[config.mk]
export PLATFORM = sky130hd
export DESIGN_NAME = rkt_match_unit
export DESIGN_NICKNAME = d
export VERILOG_FILES = /design/src/rtl/rkt_pkg.sv /design/src/rtl/rkt_match_unit.sv
export SDC_FILE = /design/constraint.sdc
export NUM_CORES = 1
export LEC_CHECK = 0
export BUFFER_PORTS_ARGS = -buffer_cell sky130_fd_sc_hd__buf_4
export CAP_MARGIN = 20
export CORE_AREA = 10 10 337 339
export CTS_CLUSTER_SIZE = 30
export DETAILED_ROUTE_END_ITERATION = 8
export DIE_AREA = 0 0 347 349
export PLACE_DENSITY = 0.4
export RECOVER_POWER = 25
export SETUP_SLACK_MARGIN = 0.05
export SYNTH_ARGS = -nofsm -noshare
export SYNTH_HDL_FRONTEND = slang
export SYNTH_SLANG_ARGS = --single-unit
[constraint.sdc]
create_clock -name clk -period 51.8 [get_ports clk]
set_clock_uncertainty 0.05 [all_clocks]
set_input_delay 10.36 -clock clk [delete_from_list [all_inputs] [get_ports clk]]
set_output_delay 10.36 -clock clk [all_outputs]
set_load 0.01 [all_outputs]
[src/rtl/rkt_pkg.sv]
// shared types and constants of the reference counted key table
// entry layout, operation and status codes, count helpers
// no dependencies
package rkt_pkg;

  typedef enum logic [1:0] {
    FN_CREATE       = 2'd0,
    FN_LOOKUP_INODE = 2'd1,
    FN_LOOKUP_UUID  = 2'd2,
    FN_RELEASE      = 2'd3
  } func_t;

  typedef enum logic [1:0] {
    STS_OK        = 2'd0,
    STS_NOT_FOUND = 2'd1,
    STS_FULL      = 2'd2,
    STS_BAD_SLOT  = 2'd3
  } status_t;

  localparam logic [31:0] COUNT_MAX     = 32'hFFFF_FFFF;
  localparam logic [31:0] INITIAL_COUNT = 32'd2;

  // one table row as held in the entry memory
  typedef struct packed {
    logic        valid;
    logic [63:0] inode;
    logic [63:0] uuid_hi;
    logic [63:0] uuid_lo;
    logic [63:0] handle;
    logic [31:0] count;
    logic [31:0] stamp;
  } entry_t;

  // controls from the sequencer to the match unit
  typedef struct packed {
    logic clear;
    logic eval;
    logic by_uuid;
  } match_ctl_t;

  function automatic logic [31:0] count_bump(input logic [31:0] c);
    return (c == COUNT_MAX) ? c : c + 32'd1;
  endfunction

endpackage

[src/rtl/rkt_match_unit.sv]
// shared key compare unit of the reference counted key table
// walks the rows one per cycle, keeps the best key hit and the lowest free slot
// depends on rkt_pkg
module rkt_match_unit #(
  parameter int TABLE_DEPTH = 64,
  localparam int AW = $clog2(TABLE_DEPTH)
) (
  input  logic                clk,
  input  logic                rst_n,
  input  rkt_pkg::match_ctl_t ctl,
  input  rkt_pkg::entry_t     rd_entry,
  input  logic [AW-1:0]       rd_slot,
  input  logic [63:0]         key_inode,
  input  logic [63:0]         key_uuid_hi,
  input  logic [63:0]         key_uuid_lo,
  input  logic [31:0]         next_stamp,
  output logic                found,
  output rkt_pkg::entry_t     best_entry,
  output logic [AW-1:0]       best_slot,
  output logic                free_found,
  output logic [AW-1:0]       free_slot
);
  import rkt_pkg::*;

  logic          found_r;
  logic          free_found_r;
  entry_t        best_entry_r;
  logic [AW-1:0] best_slot_r;
  logic [AW-1:0] free_slot_r;
  logic [31:0]   best_age_r;

  logic [127:0] cmp_a;
  logic [127:0] cmp_b;
  logic         key_hit;
  logic [31:0]  age;
  logic         take;
  logic         take_free;

  // one 128-bit comparator serves both key kinds
  assign cmp_a = ctl.by_uuid ? {key_uuid_hi, key_uuid_lo} : {64'd0, key_inode};
  assign cmp_b = ctl.by_uuid ? {rd_entry.uuid_hi, rd_entry.uuid_lo}
                             : {64'd0, rd_entry.inode};
  assign key_hit = rd_entry.valid && (cmp_a == cmp_b);

  // wrapping distance from the newest insert, smaller is newer
  assign age  = next_stamp - rd_entry.stamp;
  assign take = key_hit && (!found_r || (ctl.by_uuid && (age < best_age_r)));
  assign take_free = !rd_entry.valid && !free_found_r;

  always_ff @(posedge clk) begin
    if (!rst_n) begin
      found_r      <= 1'b0;
      free_found_r <= 1'b0;
    end else if (ctl.clear) begin
      found_r      <= 1'b0;
      free_found_r <= 1'b0;
    end else if (ctl.eval) begin
      if (take) found_r <= 1'b1;
      if (take_free) free_found_r <= 1'b1;
    end
  end

  always_ff @(posedge clk) begin
    if (ctl.eval && take) begin
      best_entry_r <= rd_entry;
      best_slot_r  <= rd_slot;
      best_age_r   <= age;
    end
    if (ctl.eval && take_free) begin
      free_slot_r <= rd_slot;
    end
  end

  assign found      = found_r;
  assign best_entry = best_entry_r;
  assign best_slot  = best_slot_r;
  assign free_found = free_found_r;
  assign free_slot  = free_slot_r;

endmodule
; ---- Word-level counts from Yosys, hierarchy flattened
; Index checks and enable logic that the tools add are counted.
[classes]
shifts = 0
n_bitwise = 1
multipliers = 0
mux = 2
div_mod_pow = 0
add_sub_neg = 1
n_eq_ne = 1
n_lt_le_gt_ge = 1
n_reduce_logical = 13
[ops]
columns = cell, n
row1 = $mux W128, 2
row2 = $eq A128 B128 Y1, 1
row3 = $lt A32 B32 Y1, 1
row4 = $sub A32 B32 Y32, 1
row5 = $logic_and A1 B1 Y1, 6
row6 = $reduce_and A2 Y1, 2
row7 = $logic_not A1 Y1, 3
row8 = $reduce_or A2 Y1, 1
row9 = $logic_or A1 B1 Y1, 1
row10 = $not A1 Y1, 1
[totals]
reg_bits = 367
ramBits = 0
n_memories = 0
rom_bits = 0
out_inout_bits = 335
input_bits = 556
latchBits = 0

; ---- Depth between registers and ports, before layout
; Gate-level depths: netlist (run 1).
[logic_depth]
depth_word = 6
mapped_depth = 20
ltp_nobuf = 19

; ---- Least setup slack after synthesis (run 1)
; Ideal clock, no wire load.
[synth_timing]
path_type = input to register
start = in next_stamp[0]
end = reg best_age_r[0] (enable)
setup_slack_ns = 18.462
stages = 15
setup_time_ns = 1.296
t_arrival_ns = 31.993
path_buffers = 0
cell_sequence = inv_1 -> ha_1 -> fa_1 -> nor2b_1 -> o2111ai_1 -> nand4b_1 -> a21o_1 -> a21oi_1 -> xnor2_1 -> ha_1 -> o21a_1 -> o211a_1 -> a221oi_1 -> o21ai_0 -> a31oi_1
[synth_between]
elab_chain_cells = 6
[synth_rtl]
columns = item, line_no
row1 = start: declaration, rkt_match_unit.sv:16  ; input logic [31:0] next_stamp,
row2 = $sub A32 B32 Y32, rkt_match_unit.sv:46  ; assign age = next_stamp - rd_entry.stamp;
row3 = named net age[8], rkt_match_unit.sv:35  ; logic [31:0] age;
row4 = $lt A32 B32 Y1, rkt_match_unit.sv:47  ; assign take = key_hit && (!found_r || (ctl.by_uuid && (age < best_age_r)));
row5 = $logic_and A1 B1 Y1, rkt_match_unit.sv:47
row6 = $logic_or A1 B1 Y1, rkt_match_unit.sv:47
row7 = $logic_and A1 B1 Y1, rkt_match_unit.sv:47
row8 = $logic_and A1 B1 Y1, rkt_match_unit.sv:64  ; if (ctl.eval && take) begin
row9 = end signal: assignment, rkt_match_unit.sv:67  ; best_age_r <= age;
row10 = end: declaration, rkt_match_unit.sv:30  ; logic [31:0] best_age_r;
; The timed path passes the listed nets, and every way through them passes these cells.
; A chain may end at the register's enable or synchronous reset.

; ---- Final worst setup path (run 1)
[layout_timing]
start = in rd_entry[15] (netlist bit)
end = reg best_entry_r, in the netlist best_entry[45] (enable)
[layout_between]
elab_chain_cells = 6
[layout_rtl]
columns = item, line_no
row1 = start: declaration, rkt_match_unit.sv:11  ; input rkt_pkg::entry_t rd_entry,
row2 = $sub A32 B32 Y32, rkt_match_unit.sv:46
row3 = named net age[26], rkt_match_unit.sv:35
row4 = $lt A32 B32 Y1, rkt_match_unit.sv:47
row5 = $logic_and A1 B1 Y1, rkt_match_unit.sv:47
row6 = $logic_or A1 B1 Y1, rkt_match_unit.sv:47
row7 = $logic_and A1 B1 Y1, rkt_match_unit.sv:47
row8 = $logic_and A1 B1 Y1, rkt_match_unit.sv:64
row9 = end signal: assignment, rkt_match_unit.sv:65  ; best_entry_r <= rd_entry;
row10 = end: declaration, rkt_match_unit.sv:27  ; entry_t best_entry_r;
; The timed path passes the listed nets, and every way through them passes these cells.

==> results of run 1 <==
kinds of logic after synthesis:
family                   Yosys count  synth area share, %
flip-flops                       367                 70.4
XOR/XNOR                         220                 12.3
AND/OR/NAND/NOR                  149                 5.36
AO/OA/AOI/OAI                    117                 4.76
buffers and inverters             82                 1.97
adder cells (fa/ha/maj)           63                 5.09
multiplexers                       1               0.0641
metrics by stage:
step / std cells / worst slack (ns) / cell area (sq um)
finish: 3391 / 34.45 / 25100
global route: 3382 / 34.10 / 25100
CTS: 3375 / 34.49 / 25700
detailed placement: 3291 / 33.84 / 24100
global placement: 3291 / 33.88 / 24100
floorplan: 999 / 18.46 / 15600
critical path, stage by stage:
cell,delay [ns]
clkbuf_1,0.11
inv_1,0.06
ha_1,0.41
nand3_1,0.22
nor3_1,0.63
o2111ai_1,0.46
a311oi_1,0.75
o21a_1,0.18
nor2_1,0.05
xnor2_1,0.19
ha_1,0.28
a21o_1,0.17
a21o_1,0.17
a21o_1,0.17
a21oi_1,0.35
nor2_8,0.03
or4_1,0.56
a31oi_4,0.17
buf_4,0.39
buf_4,0.75
buf_4,0.87
power breakdown:
part / switching, mW / leakage [nW] / internal, mW
clock network: 0.136 / 0.752 / 0.202
logic: 0.0433 / 5.71 / 0.0462
registers: 0.0000890 / 3.30 / 0.328
layout by cell type (no fill, tap or decap), types with 8 or more instances in the layout:
cell / n
ha_1: 62
a21oi_1: 39
xnor2_1: 177
xor2_1: 43
nand4_1: 47
edfxtp_1: 365
o21ai_1: 10
buf_4: 632
nor4_1: 18
clkbuf_4: 115
inv_1: 74
clkbuf_16: 47
clkbuf_1: 158
nand3_1: 17
diode_2: 16
o21ai_0: 12
a21o_1: 19
nor2_1: 19
clkinv_1: 8
nand2_1: 19
nor3_1: 9
layer usage:
layer | vias to the layer above | global-route usage, % | part of all wire, %
met5 | - | 0 | 0.094
met4 | 14 | 2.88 | 2.2
met3 | 146 | 5.78 | 9.5
met2 | 654 | 25.1 | 50
met1 | 6141 | 15.8 | 38
li1 | 5631 | - | -
final timing paths:
check	from	end	slack, ns	depth (start not counted)
max	rd_entry[15]	best_entry[45]	34.45	21
min	found	found	0.48	2
max reg2reg	best_age_r[25]	best_entry[45]	46.71	13
min reg2reg	found	found	0.48	2
sequential cells by signal, summed over array words and instances (netlist names):
signal,count
best_slot,6
best_entry,321
best_age_r,32
free_found,1
free_slot,6
found,1
cell type report:
cell class                      count  area, sq um  area share, %
Clock inverter                     28          340           1.35
Multi-Input combinational cell    550         4330           17.2
Tap cell                         1403         1760           6.98
Antenna cell                       16         40.0          0.159
Clock buffer                       56         1210           4.81
Sequential cell                   367        11000           43.8
Inverter                           74          278           1.10
Timing Repair Buffer              897         6190           24.6
==> flow_summary.json, run 1 <==
{
  "fp.dieH_um": 349,
  "std_cell_rows": 120,
  "dp_hpwl_um": 79700,
  "post_drt_via_cell_ratio": 3.71,
  "hold_ws_ns": 0.478,
  "antenna_found_initial": 58,
  "cts-htree-levels": 2,
  "slew_headroom_pct": 27.2,
  "synth.distinct_cells": 45,
  "required_ns": 51.97,
  "utilization_pct": 23.6,
  "antenna_left": 0,
  "fp.dieW_um": 347,
  "cp-start-kind": "input port",
  "hold_class": "flop to flop",
  "cts_sinks": 367,
  "routedWlPerCell_um": 26.8,
  "period_share_pct": 33.5,
  "syn_to_final_growth_pct": 61.0,
  "timing.fmax_mhz": 57.7,
  "cts_resized": 0,
  "routabilityCongestion": 0.876,
  "yosysWarnings": 0,
  "clk_latency_ns": 0.59,
  "cts_setup_buffers": 0,
  "hold_viol": 0,
  "drive_above_1_share_pct": 41.7,
  "finalSetupViolCount": 0,
  "synth_most_common_cell": "edfxtp_1",
  "syn_nets": 1618,
  "ys_seq_area_share_pct": 70.4,
  "cts_tree": "done",
  "p_total_mw": 0.755,
  "grt_usage_pct": 14.2,
  "synth_area_per_cell_sq_um": 15.6,
  "fillers": 11472,
  "synth_ff_type": "edfxtp_1",
  "synth_seq_cells": 367,
  "outcome": "finished clean",
  "grt_overflow_total": 0,
  "power.density_nw_per_um2": 30.0,
  "drv_slew": 0,
  "post-synth-top-area-cell": "edfxtp_1",
  "grt_max_degree": 146,
  "peakVddDrop_v": 0.0000217,
  "critPathKind": "input port to flop",
  "coreArea_sq_um": 107000,
  "rsz0062_at_grt": "false",
  "finalCriticalPeriod_ns": 17.35,
  "synth_edf_count": 365,
  "routed_wl_um": 90800,
  "num_vias": 12586,
  "nets": 2556,
  "syn_area_sq_um": 15600,
  "cts_made_buffers": 47,
  "worst_pin_slew_ns": 1.09,
  "grt_first_pass_wirelength_um": 118000,
  "grt_pass1_vias": 13397,
  "start_util_pct": 14.7,
  "async_flop_share_pct": 0,
  "ys_top_cells_by_count": "edfxtp_1 (365), xnor2_1 (177), inv_1 (74), ha_1 (62), nand4_1 (47)",
  "post-route-drc-count": 0,
  "cap_violations": 0,
  "synth.top_cells.by_area": "edfxtp_1 (70%), xnor2_1 (9.9%), ha_1 (5.0%)",
  "drt_iter0_markers": 640,
  "first_pass_iters": 4,
  "synth_top_area_share_pct": 70.2,
  "p_leak_nw": 9.76,
  "io_pins": 891,
  "tns_ns": 0,
  "io_buffers": 890,
  "root_buffer": "clkbuf_16",
  "postCtsHoldBufs": 0,
  "endpoint_kind": "flop",
  "syn_inst": 999,
  "clk_pin_slew_worst_paths_ns": 0.06,
  "worstPathArrival_ns": 17.51,
  "cp_max_fo": 74,
  "cts_buffer_depth": 3,
  "dieArea_sq_um": 121000
}
(Power assumes the default switching activity.)
==> run 2, diff against run 1 <==
--- a/config.mk
+++ b/config.mk
@@ -7,10 +7,10 @@
 export LEC_CHECK = 0
 export BUFFER_PORTS_ARGS = -buffer_cell sky130_fd_sc_hd__buf_4
 export CAP_MARGIN = 20
-export CORE_AREA = 10 10 337 339
+export CORE_AREA = 10 10 342 344
 export CTS_CLUSTER_SIZE = 30
 export DETAILED_ROUTE_END_ITERATION = 8
-export DIE_AREA = 0 0 347 349
+export DIE_AREA = 0 0 352 354
 export PLACE_DENSITY = 0.4
 export RECOVER_POWER = 25
 export SETUP_SLACK_MARGIN = 0.05
==> constraint.sdc (replaced) <==
create_clock -name clk -period 18.1 [get_ports clk]
set_clock_uncertainty 0.05 [all_clocks]
set_input_delay 3.62 -clock clk [delete_from_list [all_inputs] [get_ports clk]]
set_output_delay 3.62 -clock clk [all_outputs]
set_load 0.01 [all_outputs]
==> flow_summary.json, run 2 (synthesis results as in run 1) <==
{
  "io_buffers": 890,
  "regToRegEndpoint": "best_entry[186]",
  "worstPathArrival_ns": 10.82,
  "antenna_found_initial": 45,
  "dp_hpwl_um": 75700,
  "dieArea_sq_um": 125000,
  "dp_slack_ns": 6.93,
  "cts-htree-levels": 2,
  "post-route-drc-count": 0,
  "reg2reg_depth": 12,
  "grt_usage_pct": 13.3,
  "regArea_sq_um": 11000,
  "critPathKind": "input port to flop",
  "antenna_left": 0,
  "p_sw_share_pct": 24.1,
  "p_leak_nw": 9.78,
  "cp_max_fo": 144,
  "cts_tree": "done",
  "cts_made_buffers": 47,
  "final_cell_mix": "buf_4 (629), edfxtp_1 (365), xnor2_1 (177)",
  "p_clk_share_pct": 45.1,
  "postCtsHoldBufs": 0,
  "coreArea_sq_um": 110000,
  "hold_viol": 0,
  "routed_wl_um": 87400,
  "std_cell_rows": 122,
  "worst_slack_ns": 7.45,
  "worst_pin_slew_ns": 1.05,
  "power.density_nw_per_um2": 86.1,
  "syn_to_final_growth_pct": 61.8,
  "drt_iter0_markers": 618,
  "critPathBufInv": 4,
  "fp.dieW_um": 352,
  "clk_latency_ns": 0.61,
  "path_delay_family": "compound AO/OA/AOI/OAI gates",
  "hold_ws_ns": 0.495,
  "root_buffer": "clkbuf_16",
  "finalSetupViolCount": 0,
  "cts_setup_buffers": 0,
  "fillers": 11799,
  "grt_pass1_vias": 13325,
  "post_drt_via_cell_ratio": 3.58,
  "slowest_delay_ns": 0.91,
  "drv_slew": 0,
  "rsz0062_at_grt": "false",
  "slowest_stage": "buf_4",
  "cts_sinks": 367,
  "hold_path_end": "free_found",
  "switching_power_mw": 0.525,
  "tns_ns": 0,
  "grt_max_degree": 145,
  "cts_resized": 0,
  "num_vias": 12407,
  "slew_headroom_pct": 29.8,
  "first_pass_iters": 4,
  "comb_power_share_pct": 11.8,
  "required_ns": 18.26,
  "multi_input_area_sq_um": 4340,
  "routabilityCongestion": 0.838,
  "min_delay_path_depth": 2,
  "grt_overflow_total": 0,
  "rr_startpoint": "best_age_r[25]",
  "grt_first_pass_wirelength_um": 115000,
  "period_share_pct": 58.8,
  "largest_register_ffs": 321,
  "cap_violations": 0,
  "fp.dieH_um": 354,
  "drive_above_1_share_pct": 41.8,
  "final_common_cell": "buf_4",
  "intPower_mw": 1.65,
  "peakVddDrop_v": 0.0000633,
  "clk_pin_slew_worst_paths_ns": 0.06,
  "utilization_pct": 23.0,
  "timing.fmax_mhz": 93.9,
  "p_total_mw": 2.18,
  "ff2ff_setup_slack_ns": 12.87,
  "hold_class": "flop to flop",
  "cp-start-kind": "input port",
  "finalCriticalPeriod_ns": 10.65,
  "start_util_pct": 14.2,
  "seqPwrFrac_pct": 43.1,
  "crit_top_cell": "a21o_1",
  "routedWlPerCell_um": 25.2,
  "endpoint_kind": "flop",
  "cts_buffer_depth": 3,
  "min-delay-start": "free_found",
  "outcome": "finished clean",
  "nets": 2553,
  "path_cells": "clkbuf_1 > inv_1 > ha_1 > nand3_1 > nor3_1 > o2111ai_1 > a311oi_1 > o21a_1 > nor2_1 > xnor2_1 > ha_1 > a21o_1 > a21o_1 > a21o_1 > a21oi_1 > nor2_8 > or4_1 > a31oi_4 > buf_4 > buf_12",
  "io_pins": 891
}
-- run 2: cell types whose count changed in the layout (fill, tap and decap cells not counted) --
cell,previous run,this run
buf_1,0,1
buf_12,1,2
buf_4,632,629
clkbuf_1,158,153
clkbuf_4,115,118
clkinv_1,8,11
clkinv_2,6,7
clkinvlp_4,2,1
diode_2,16,8
inv_16,1,2
nor4_1,18,17
nor4_2,0,1
-- run 2: cell type report --
type	count	area share, %
antenna	8	0.0792
sequential	367	43.5
timing repair buffer	894	24.5
inverter	74	1.10
clock buffer	56	4.79
multi-input combinational	550	17.2
tap	1488	7.37
clock inverter	32	1.46
-- run 2: per-layer routing --
layer  global-route usage, %  wire, um  up-vias
li1                        -         -     5634
met1                    14.2     32600     6006
met2                    23.8     44000      611
met3                    5.87      8490      144
met4                    2.85      2200       12
met5                       0        68        -
-- run 2: worst max-delay path by stage --
stage / slack, ns / depth (start not counted) / end / startpoint
floorplan: 4.15 / 19 / best_age_r[0] / next_stamp[0]
global placement: 7.12 / 20 / best_entry[38] / rd_entry[16]
detailed placement: 6.93 / 20 / best_entry[186] / rd_entry[16]
CTS: 7.59 / 20 / best_entry[186] / rd_entry[16]
global route: 7.24 / 20 / best_entry[90] / rd_entry[16]
finish: 7.45 / 20 / best_entry[90] / rd_entry[16]
-- run 2: worst reg2reg max path: cells and delay by family (launching register included) --
family | cells | cell delay (ns)
adder cells (fa/ha/maj) | 1 | 0.30
AND/OR/NAND/NOR | 2 | 0.59
buffers and inverters | 3 | 1.56
AO/OA/AOI/OAI | 6 | 1.68
flip-flops | 1 | 0.32
-- run 2: metrics by stage --
step,area [sq um],std cells
after floorplan,15600,999
after global placement,24200,3373
after detailed placement,24200,3373
after CTS,25800,3461
after global routing,25300,3465
final,25300,3469
-- run 2: power by group through the flow --
stage               clock network (mW)  logic [mW]  registers [mW]
floorplan                            0       0.116           0.958
global placement                     0       0.270           0.957
detailed placement                   0       0.273           0.957
CTS                               1.02       0.275           0.939
global route                      1.05       0.282           0.938
finish                           0.982       0.256           0.939
==> run 3, diff against run 2 <==
--- a/config.mk
+++ b/config.mk
@@ -7,11 +7,11 @@
 export LEC_CHECK = 0
 export BUFFER_PORTS_ARGS = -buffer_cell sky130_fd_sc_hd__buf_4
 export CAP_MARGIN = 20
-export CORE_AREA = 10 10 342 344
+export CORE_AREA = 10 10 338 340
 export CTS_CLUSTER_SIZE = 30
 export DETAILED_ROUTE_END_ITERATION = 8
-export DIE_AREA = 0 0 352 354
-export PLACE_DENSITY = 0.4
+export DIE_AREA = 0 0 348 350
+export PLACE_DENSITY = 0.41
 export RECOVER_POWER = 25
 export SETUP_SLACK_MARGIN = 0.05
 export SYNTH_ARGS = -nofsm -noshare
==> constraint.sdc (replaced) <==
create_clock -name clk -period 9.45 [get_ports clk]
set_clock_uncertainty 0.05 [all_clocks]
set_input_delay 1.89 -clock clk [delete_from_list [all_inputs] [get_ports clk]]
set_output_delay 1.89 -clock clk [all_outputs]
set_load 0.01 [all_outputs]
==> flow_summary.json, run 3 (synthesis results as in run 1) <==
{
  "fin_cells": 3411,
  "clk_latency_ns": 0.64,
  "peakVddDrop_v": 0.000126,
  "p_leak_nw": 9.84,
  "io_buffers": 890,
  "worst_pin_slew_ns": 0.974,
  "syn_to_final_growth_pct": 62.4,
  "drt_iter0_markers": 744,
  "cp-start-kind": "input port",
  "timing.fmax_mhz": 149,
  "first_pass_iters": 4,
  "comb_power_share_pct": 12.0,
  "intPower_mw": 3.13,
  "design_area_sq_um": 25400,
  "postCtsHoldBufs": 0,
  "endpoint_kind": "flop",
  "post-route-drc-count": 0,
  "grt_max_degree": 76,
  "grt_first_pass_wirelength_um": 118000,
  "final_common_cell": "buf_4",
  "cts_resized": 0,
  "seqPwrFrac_pct": 43.3,
  "nets": 2563,
  "std_cell_rows": 121,
  "drv_slew": 0,
  "final_cell_mix": "buf_4 (637), edfxtp_1 (365), xnor2_1 (177)",
  "cts_sinks": 367,
  "cp_max_fo": 75,
  "drive_above_1_share_pct": 42.7,
  "start_util_pct": 14.5,
  "cap_violations": 0,
  "cts_buffer_depth": 3,
  "power.density_nw_per_um2": 164,
  "antenna_left": 0,
  "cts_tree": "done",
  "dieArea_sq_um": 122000,
  "io_pins": 891,
  "routabilityCongestion": 0.857,
  "finalCriticalPeriod_ns": 6.72,
  "largest_register_ffs": 321,
  "dp_hpwl_um": 78200,
  "hold_class": "flop to flop",
  "rsz0062_at_grt": "false",
  "post_drt_via_cell_ratio": 3.68,
  "switching_power_mw": 1.02,
  "antenna_found_initial": 61,
  "cts_made_buffers": 49,
  "routed_wl_um": 89700,
  "grt_overflow_total": 0,
  "finalSetupViolCount": 0,
  "p_total_mw": 4.16,
  "required_ns": 9.67,
  "outcome": "finished clean",
  "p_clk_share_pct": 44.7,
  "placedCellCount": 3307,
  "period_share_pct": 71.1,
  "clk_pin_slew_worst_paths_ns": 0.06,
  "cts_setup_buffers": 0,
  "coreArea_sq_um": 108000,
  "hold_viol": 0,
  "num_vias": 12565,
  "routedWlPerCell_um": 26.3,
  "slew_headroom_pct": 34.5,
  "critPathKind": "input port to flop",
  "placement.cell_area_sq_um": 24300,
  "fp.dieH_um": 350,
  "p_sw_share_pct": 24.6,
  "fp.dieW_um": 348,
  "worstPathArrival_ns": 6.94,
  "grt_pass1_vias": 13666,
  "root_buffer": "clkbuf_16",
  "grt_usage_pct": 14.0,
  "cts-htree-levels": 2
}
-- run 3: changes by cell type in the layout (fill, tap and decap cells not counted), sizes merged --
cell,change
diode,+7
buf,+9
bufinv,-3
inv,-2
clkbuf,+3
clkinv,+2
-- run 3: power by group through the flow --
stage / sequential, mW / combinational (mW) / clock, mW
global route: 1.80 / 0.551 / 2.00
CTS: 1.80 / 0.537 / 1.94
finish: 1.80 / 0.501 / 1.86
detailed placement: 1.83 / 0.534 / 0
global placement: 1.83 / 0.527 / 0
floorplan: 1.83 / 0.230 / 0
-- run 3: stage by stage --
step / hold WS (ns) / util [%] / TNS [ns] / setup WS, ns
after floorplan: 0.445 / - / -860.14 / -2.40
after global placement: 0.430 / 22.5 / 0 / 2.11
after detailed placement: 0.461 / 22.5 / 0 / 2.06
after CTS: 0.478 / 24.0 / 0 / 2.72
after global routing: 0.511 / 23.5 / 0 / 2.43
final: 0.473 / 23.5 / 0 / 2.73
-- run 3: worst paths after layout --
check                                    start  cells after the start  slack [ns]               to
worst min-delay path                free_found                      2        0.47       free_found
worst max-delay path               rd_entry[0]                     21        2.73  best_entry[223]
worst max register to register  best_age_r[25]                     12        5.91  best_entry[223]
worst min register to register      free_found                      2        0.47       free_found
-- run 3: worst max-delay path, stage by stage --
cell and delay (ns):
clkbuf_1 0.11, ha_4 0.18, fa_2 0.34, nor2b_1 0.20, o2111ai_1 0.14, nand4b_1 0.31
o2111ai_2 0.27, a311oi_2 0.47, o21a_1 0.20, nor2_1 0.05, xnor2_1 0.19, ha_1 0.28
a21o_1 0.17, a21o_1 0.17, a21o_1 0.20, a21oi_4 0.19, nor2_8 0.03, or4_4 0.52
a31oi_4 0.27, buf_12 0.27, buf_12 0.35
-- run 3: layout make-up --
cell class	count	area, sq um
Fill cell	11623	82400
Clock inverter	29	290
Inverter	74	285
Multi-Input combinational cell	550	4400
Tap cell	1414	1770
Timing Repair Buffer	902	6300
Antenna cell	15	37.5
Sequential cell	367	11000
Clock buffer	60	1290
-- run 3: routing by layer --
layer	wire (um)	GRT usage (%)	vias to the layer above
met4	1990	2.62	14
li1	-	-	5651
met1	34800	16.2	6104
met5	87	0	-
met2	44600	24.7	649
met3	8250	5.08	147
